--- config.mk ---
export PLATFORM = sky130hd
export DESIGN_NAME = msvs_sqrt_cell
export DESIGN_NICKNAME = d
export VERILOG_FILES = /design/src/assert_macros.svh /design/src/msvs_pkg.sv /design/src/msvs_sqrt_cell.sv
export SDC_FILE = /design/constraint.sdc
export NUM_CORES = 1
export LEC_CHECK = 0
export BUFFER_PORTS_ARGS = -buffer_cell sky130_fd_sc_hd__buf_2
export CORE_MARGIN = 1.5
export CORE_UTILIZATION = 37
export DETAILED_ROUTE_END_ITERATION = 10
export GPL_TIMING_DRIVEN = 0
export PLACE_DENSITY = 0.66
export RECOVER_POWER = 25
export SETUP_SLACK_MARGIN = 0.02
export SKIP_LAST_GASP = 1
export SYNTH_ARGS = -nofsm -noshare
export SYNTH_HDL_FRONTEND = slang
export SYNTH_SLANG_ARGS = --single-unit
--- constraint.sdc ---
create_clock -name clock -period 3.2 [get_ports clock]
set_clock_uncertainty 0.05 [all_clocks]
set_input_delay 0.64 -clock clock [delete_from_list [all_inputs] [get_ports clock]]
set_output_delay 0.64 -clock clock [all_outputs]
set_load 0.01 [all_outputs]
--- src/assert_macros.svh ---
// Assertion helpers used by the top-level RTL.
`ifndef ASSERT_MACROS_SVH
`define ASSERT_MACROS_SVH

// The consequent must hold in the same cycle as the antecedent.
`define AST_SAME(label, clk, rst, ante, cons) \
   label: assert property (@(posedge clk) disable iff (rst) (ante) |-> (cons)) \
      else $error("Same-cycle check failed.");

// The consequent must hold in the cycle after the antecedent.
`define AST_NEXT(label, clk, rst, ante, cons) \
   label: assert property (@(posedge clk) disable iff (rst) (ante) |=> (cons)) \
      else $error("Next-cycle check failed.");

`endif

--- src/msvs_pkg.sv ---
package msvs_pkg;

   localparam int unsigned IN_W      = 24;
   localparam int unsigned OUT_W     = 25;
   localparam int unsigned THR_W     = 32;
   localparam logic [31:0] THR_RESET = 32'd42950;
   localparam int unsigned Q32_W     = 48;
   localparam int unsigned WIDE_RW   = 50;
   localparam int unsigned NARROW_RW = 32;

   typedef struct packed {
      logic [48:0] sum_ac;
      logic [47:0] max_ac;
      logic        ortho;
      logic        diag;
      logic [23:0] diag_res;
   } side_type;

   typedef struct packed {
      logic        diag;
      logic [23:0] diag_res;
   } tail_type;

   localparam int unsigned SIDE_W = $bits(side_type);
   localparam int unsigned TAIL_W = $bits(tail_type);

endpackage

--- src/msvs_sqrt_cell.sv ---
module msvs_sqrt_cell
   import msvs_pkg::*;
#(
   parameter int unsigned RW = 32,
   parameter int unsigned PW = 8
) (
   input  logic              clock,
   input  logic              reset,
   input  logic              in_valid,
   input  logic [2*RW-1:0]   in_rad,
   input  logic [RW+1:0]     in_rem,
   input  logic [RW-1:0]     in_root,
   input  logic [PW-1:0]     in_side,
   output logic              out_valid,
   output logic [2*RW-1:0]   out_rad,
   output logic [RW+1:0]     out_rem,
   output logic [RW-1:0]     out_root,
   output logic [PW-1:0]     out_side
);

   logic              valid_ff;
   logic [2*RW-1:0]   rad_ff, rad_in;
   logic [RW+1:0]     rem_ff, rem_in;
   logic [RW-1:0]     root_ff, root_in;
   logic [PW-1:0]     side_ff;
   logic [RW+1:0]     shifted;
   logic [RW+1:0]     trial;
   logic              take;

   always_comb begin
      shifted = {in_rem[RW-1:0], in_rad[2*RW-1 -: 2]};
      trial   = {in_root, 2'b01};
      take    = shifted >= trial;
      rem_in  = take ? shifted - trial : shifted;
      root_in = {in_root[RW-2:0], take};
      rad_in  = {in_rad[2*RW-3:0], 2'b00};
   end

   always_ff @(posedge clock) begin
      if (reset) begin
         valid_ff <= 1'b0;
      end else begin
         valid_ff <= in_valid;
      end
      rad_ff  <= rad_in;
      rem_ff  <= rem_in;
      root_ff <= root_in;
      side_ff <= in_side;
   end

   assign out_valid = valid_ff;
   assign out_rad   = rad_ff;
   assign out_rem   = rem_ff;
   assign out_root  = root_ff;
   assign out_side  = side_ff;

endmodule

==> out/qor.yml, run 1 <==
grt_pass1_wl_um: 23300
die_w_um: 122
async_reset_ff_frac: 0
initial_core_util: 0.376
io_pins: 280
vias_per_cell: 4.62
drc: 0
finalCritPeriodShare: 0.901
diodes: 0
htree_levels: 4
setup_viol: 0
status: "finished, final reports clean"
route.met2.wl_um: 8070
leakagePower_uw: 0.00377
wl_per_cell_um: 15.5
antenna_left: 0
place_area_mm2: 0.00681
cp_data_arrival_time_ns: 3.11
yosysUniqueCellTypes: 60
ys_warn_count: 0
hold_buffers: 0
drt_wl_total_um: 15700
ys_ff_latch: 137
fin_cells: 1012
root_buffer: "clkbuf_16"
synth_cells: 524
worstPathMaxFanout: 10
grt_pass1_vias: 4559
clock.fmax_ghz: 0.347
utilization: 0.536
antenna_found_initial: 3
dp_cells: 980
crit_type: "in2reg"
vias: 4672
core_area_mm2: 0.0138
die-area_mm2: 0.0148
drive_gt1_frac: 0.397
ys_dominant_reg_cell: "dfxtp_1"
rsz0062_at_grt: "no"
grt_overflow: 0
post_cts_resized: 0
cts-buffers-inserted: 17
clock_sinks: 137
syn_to_final_growth_pct: 42.4
fin_hold_ws_ns: 0.267
critPathCaptureType: "flip-flop"
drt_iter0_drc: 221
required_ns: 3.42
grt_max_degree: 17
cts_max_path_buffers: 2
synth-edff-count: 0
fin_crit_ns: 2.88
dp.final_hpwl_um: 12700
routabilityCongestion: 0.864
start_kind: "primary input"
worst_slew_pin_slew_ns: 0.536
grt_util_all_layers: 0.211
slew_headroom: 0.633
wl_met3_um: 1170
hold_path_class: "in2reg"
fin_total_pwr_uw: 4780
synth.avg_cell_area_um2: 9.93
slew_violations: 0
dr.max_layer_used: "met5"
nets: 994
cts_tree: "done"
firstDrtPassIters: 4
max-cap-violations: 0
port_buffers: 275
cts_setup_buffers: 0
die_y_um: 122
yosysSeqAreaShare: 0.527
met1_length_um: 6310
fin_area_mm2: 0.00741
syn_area_mm2: 0.00520
powerDensity_mw_per_mm2: 645
clk_pin_slew_worst_paths_ns: 0.07
num_rows: 43
hold_violations: 0
ir_worst_vdd_uv: 377
## per-stage QoR
step	setup slack (ns)	setup TNS, ns
CTS	0.301	0
global route	0.104	0
detailed placement	-0.137	-1.31
floorplan	0.473	0
global placement	-0.128	-1.41
finish	0.316	0
## per-layer routing
layer,GRT usage,vias up
li1,-,2396
met4,0.0625,6
met3,0.0805,10
met5,0,-
met2,0.382,150
met1,0.229,2110
## state kept, by name, summed over array words and instances (netlist names)
register	flops
out_rem	34
out_side	8
out_root	32
out_valid	1
out_rad	62
## final timing paths
check                  start           to  slack, ns  cells after the start
setup / recovery   in_rem[9]  out_rem[14]       0.32                     10
hold / removal    in_rad[19]  out_rad[21]       0.27                      1
## logic make-up (layout without fill, tap and decap cells)
kind of cell,Yosys count,count (layout),share of synthesized area
buffers and inverters,64,371,0.0544
AO/OA/AOI/OAI,144,144,0.182
AND/OR/NAND/NOR,117,117,0.108
flip-flops,137,137,0.527
other,1,2,0.000721
adder cells (fa/ha/maj),34,34,0.0818
XOR/XNOR,27,27,0.0455
## cell type report
type / count / area, µm²
multi-input combinational: 324 / 2180
inverter: 49 / 184
buffer: 15 / 98.8
clock buffer: 17 / 425
timing repair buffer: 275 / 1380
clock inverter: 15 / 178
tap: 180 / 225
fill: 1294 / 6420
sequential: 137 / 2740
## synth_stat cells (all sizes together) (5+ instances only)
cell / instances / share of area
o211ai: 5 / 0.0082
nor4: 5 / 0.0089
nand3: 11 / 0.011
nand4: 8 / 0.011
a21oi: 37 / 0.036
a211oi: 6 / 0.0096
inv: 49 / 0.035
nor2: 21 / 0.015
xor2: 13 / 0.022
o21a: 5 / 0.0072
o21ai: 48 / 0.049
a21o: 11 / 0.016
clkbuf: 7 / 0.0053
ha: 34 / 0.082
dfxtp: 137 / 0.53
o21bai: 6 / 0.0087
buf: 8 / 0.014
nand2: 53 / 0.038
xnor2: 14 / 0.024
## layout by cell type (no fill, tap or decap), types with 7 or more instances in the layout
cell,instances
o21ai_1,16
inv_1,49
buf_2,275
xnor2_1,14
dfxtp_1,137
nand3_1,11
clkbuf_16,17
o21ai_0,30
xor2_1,13
a21oi_1,36
nand4_1,7
nor2_1,21
nand2_1,53
ha_1,34
a21o_1,11
## critical path, stage by stage
cell and delay (ns):
buf_2 0.11, ha_1 0.38, a211o_1 0.34, a21oi_2 0.20
o211ai_1 0.16, a221oi_2 0.40, nor2_1 0.09, a21boi_1 0.20
clkbuf_1 0.40, o21ai_0 0.19
## where the power goes
group / total (µW) / internal, µW / switching, µW
Sequential: 1890 / 1860 / 32.6
Combinational: 892 / 380 / 512
Clock: 2000 / 1180 / 820
Total: 4780 / 3420 / 1370
Power figures use the tool's default switching activity.
==> run 2, diff against run 1 <==
--- a/config.mk
+++ b/config.mk
@@ -7,10 +7,10 @@
 export LEC_CHECK = 0
 export BUFFER_PORTS_ARGS = -buffer_cell sky130_fd_sc_hd__buf_2
 export CORE_MARGIN = 1.5
-export CORE_UTILIZATION = 37
+export CORE_UTILIZATION = 45
 export DETAILED_ROUTE_END_ITERATION = 10
 export GPL_TIMING_DRIVEN = 0
-export PLACE_DENSITY = 0.66
+export PLACE_DENSITY = 0.78
 export RECOVER_POWER = 25
 export SETUP_SLACK_MARGIN = 0.02
 export SKIP_LAST_GASP = 1
==> out/qor.yml, run 2 (same netlist as run 1, synthesis figures left out) <==
status: "finished, final reports clean"
initial_core_util: 0.458
cts_setup_buffers: 0
clk_pin_slew_worst_paths_ns: 0.06
io_pins: 280
hold_path_class: "in2reg"
leakagePower_uw: 0.00376
worst_slew_pin_slew_ns: 0.511
die_w_um: 111
place_area_mm2: 0.00676
clock.fmax_ghz: 0.344
antenna_found_initial: 1
final_cell_mix: "buf_2, dfxtp_1, nand2_1"
core_area_mm2: 0.0114
dp_cells: 943
fin_area_mm2: 0.00735
nets: 994
vias: 4801
hold_violations: 0
rsz0062_at_grt: "no"
vias_per_cell: 4.92
antenna_left: 0
cp_slowest_stage_delay_ns: 0.44
cts_max_path_buffers: 2
cts-buffers-inserted: 17
drt_wl_total_um: 15800
grt_max_degree: 17
slew_headroom: 0.659
dp.final_hpwl_um: 12400
fin_crit_ns: 2.91
ir_worst_vdd_uv: 596
crit_chain: "buf_2 > ha_1 > clkbuf_1 > a21oi_1 > o21ai_0 > nand2b_1 > a221oi_2 > nor2_1 > a21boi_1 > clkbuf_1 > o21ai_0"
drt_iter0_drc: 271
wl_per_cell_um: 16.2
firstDrtPassIters: 4
critPathCaptureType: "flip-flop"
mostFrequentLayoutCell: "buf_2"
largest_register_ffs: 62
die-area_mm2: 0.0122
powerDensity_mw_per_mm2: 643
cp_data_arrival_time_ns: 3.13
crit_type: "in2reg"
htree_levels: 4
required_ns: 3.42
slew_violations: 0
syn_to_final_growth_pct: 41.2
grt_overflow: 0
drive_gt1_frac: 0.395
fin_cells: 975
worstPathMaxFanout: 10
grt_pass1_vias: 4696
port_buffers: 275
hold_buffers: 0
root_buffer: "clkbuf_16"
die_y_um: 111
post_cts_resized: 0
max-cap-violations: 0
diodes: 0
num_rows: 39
cpMaxStageDelayCell: "clkbuf_1"
start_kind: "primary input"
routabilityCongestion: 0.897
clock_sinks: 137
grt_pass1_wl_um: 24600
grt_util_all_layers: 0.261
finalCritPeriodShare: 0.908
cts_tree: "done"
setup_viol: 0
drc: 0
run 2: cell type report:
type / count / area, µm²
well taps: 143 / 179
clock buffers: 19 / 453
repair buffers: 275 / 1380
fillers: 941 / 4020
clock inverters: 13 / 134
inverters: 49 / 184
plain buffers: 15 / 98.8
multi-input cells: 324 / 2180
flip-flops and latches: 137 / 2740
run 2: worst paths after layout:
kind,startpoint,to,slack (ns),cells after the start
max,in_rem[17],out_rem[21],0.29,11
min,in_side[6],out_side[6],0.26,1
run 2: per-layer routing:
metal,vias up,wire [µm],GRT usage
met4,0,346,0.111
met2,187,7680,0.433
met1,2192,6880,0.320
met5,-,0,0
met3,23,903,0.0686
li1,2399,-,-
run 2: power breakdown:
part / internal [µW] / switching (µW) / total [µW]
clock: 1130 / 800 / 1930
sequential: 1860 / 36.1 / 1890
combinational: 380 / 519 / 899
run 2: stage by stage:
step	TNS, ns	setup WS [ns]	power [µW]	hold WS [ns]	util
after floorplan	0	0.473	2460	0.618	-
after global placement	-0.395	-0.0600	2810	0.692	0.595
after detailed placement	-0.873	-0.107	2820	0.694	0.595
after CTS	0	0.325	4740	0.255	0.646
after global routing	0	0.0348	4920	0.250	0.646
final	0	0.293	4720	0.265	0.646
run 2: worst max-delay path, delay by kind of cell:
kind / cells / cell delay [ns]
buf+inv: 3 / 0.80
compound gates: 5 / 1.15
fa+ha+maj: 1 / 0.28
simple gates: 2 / 0.27
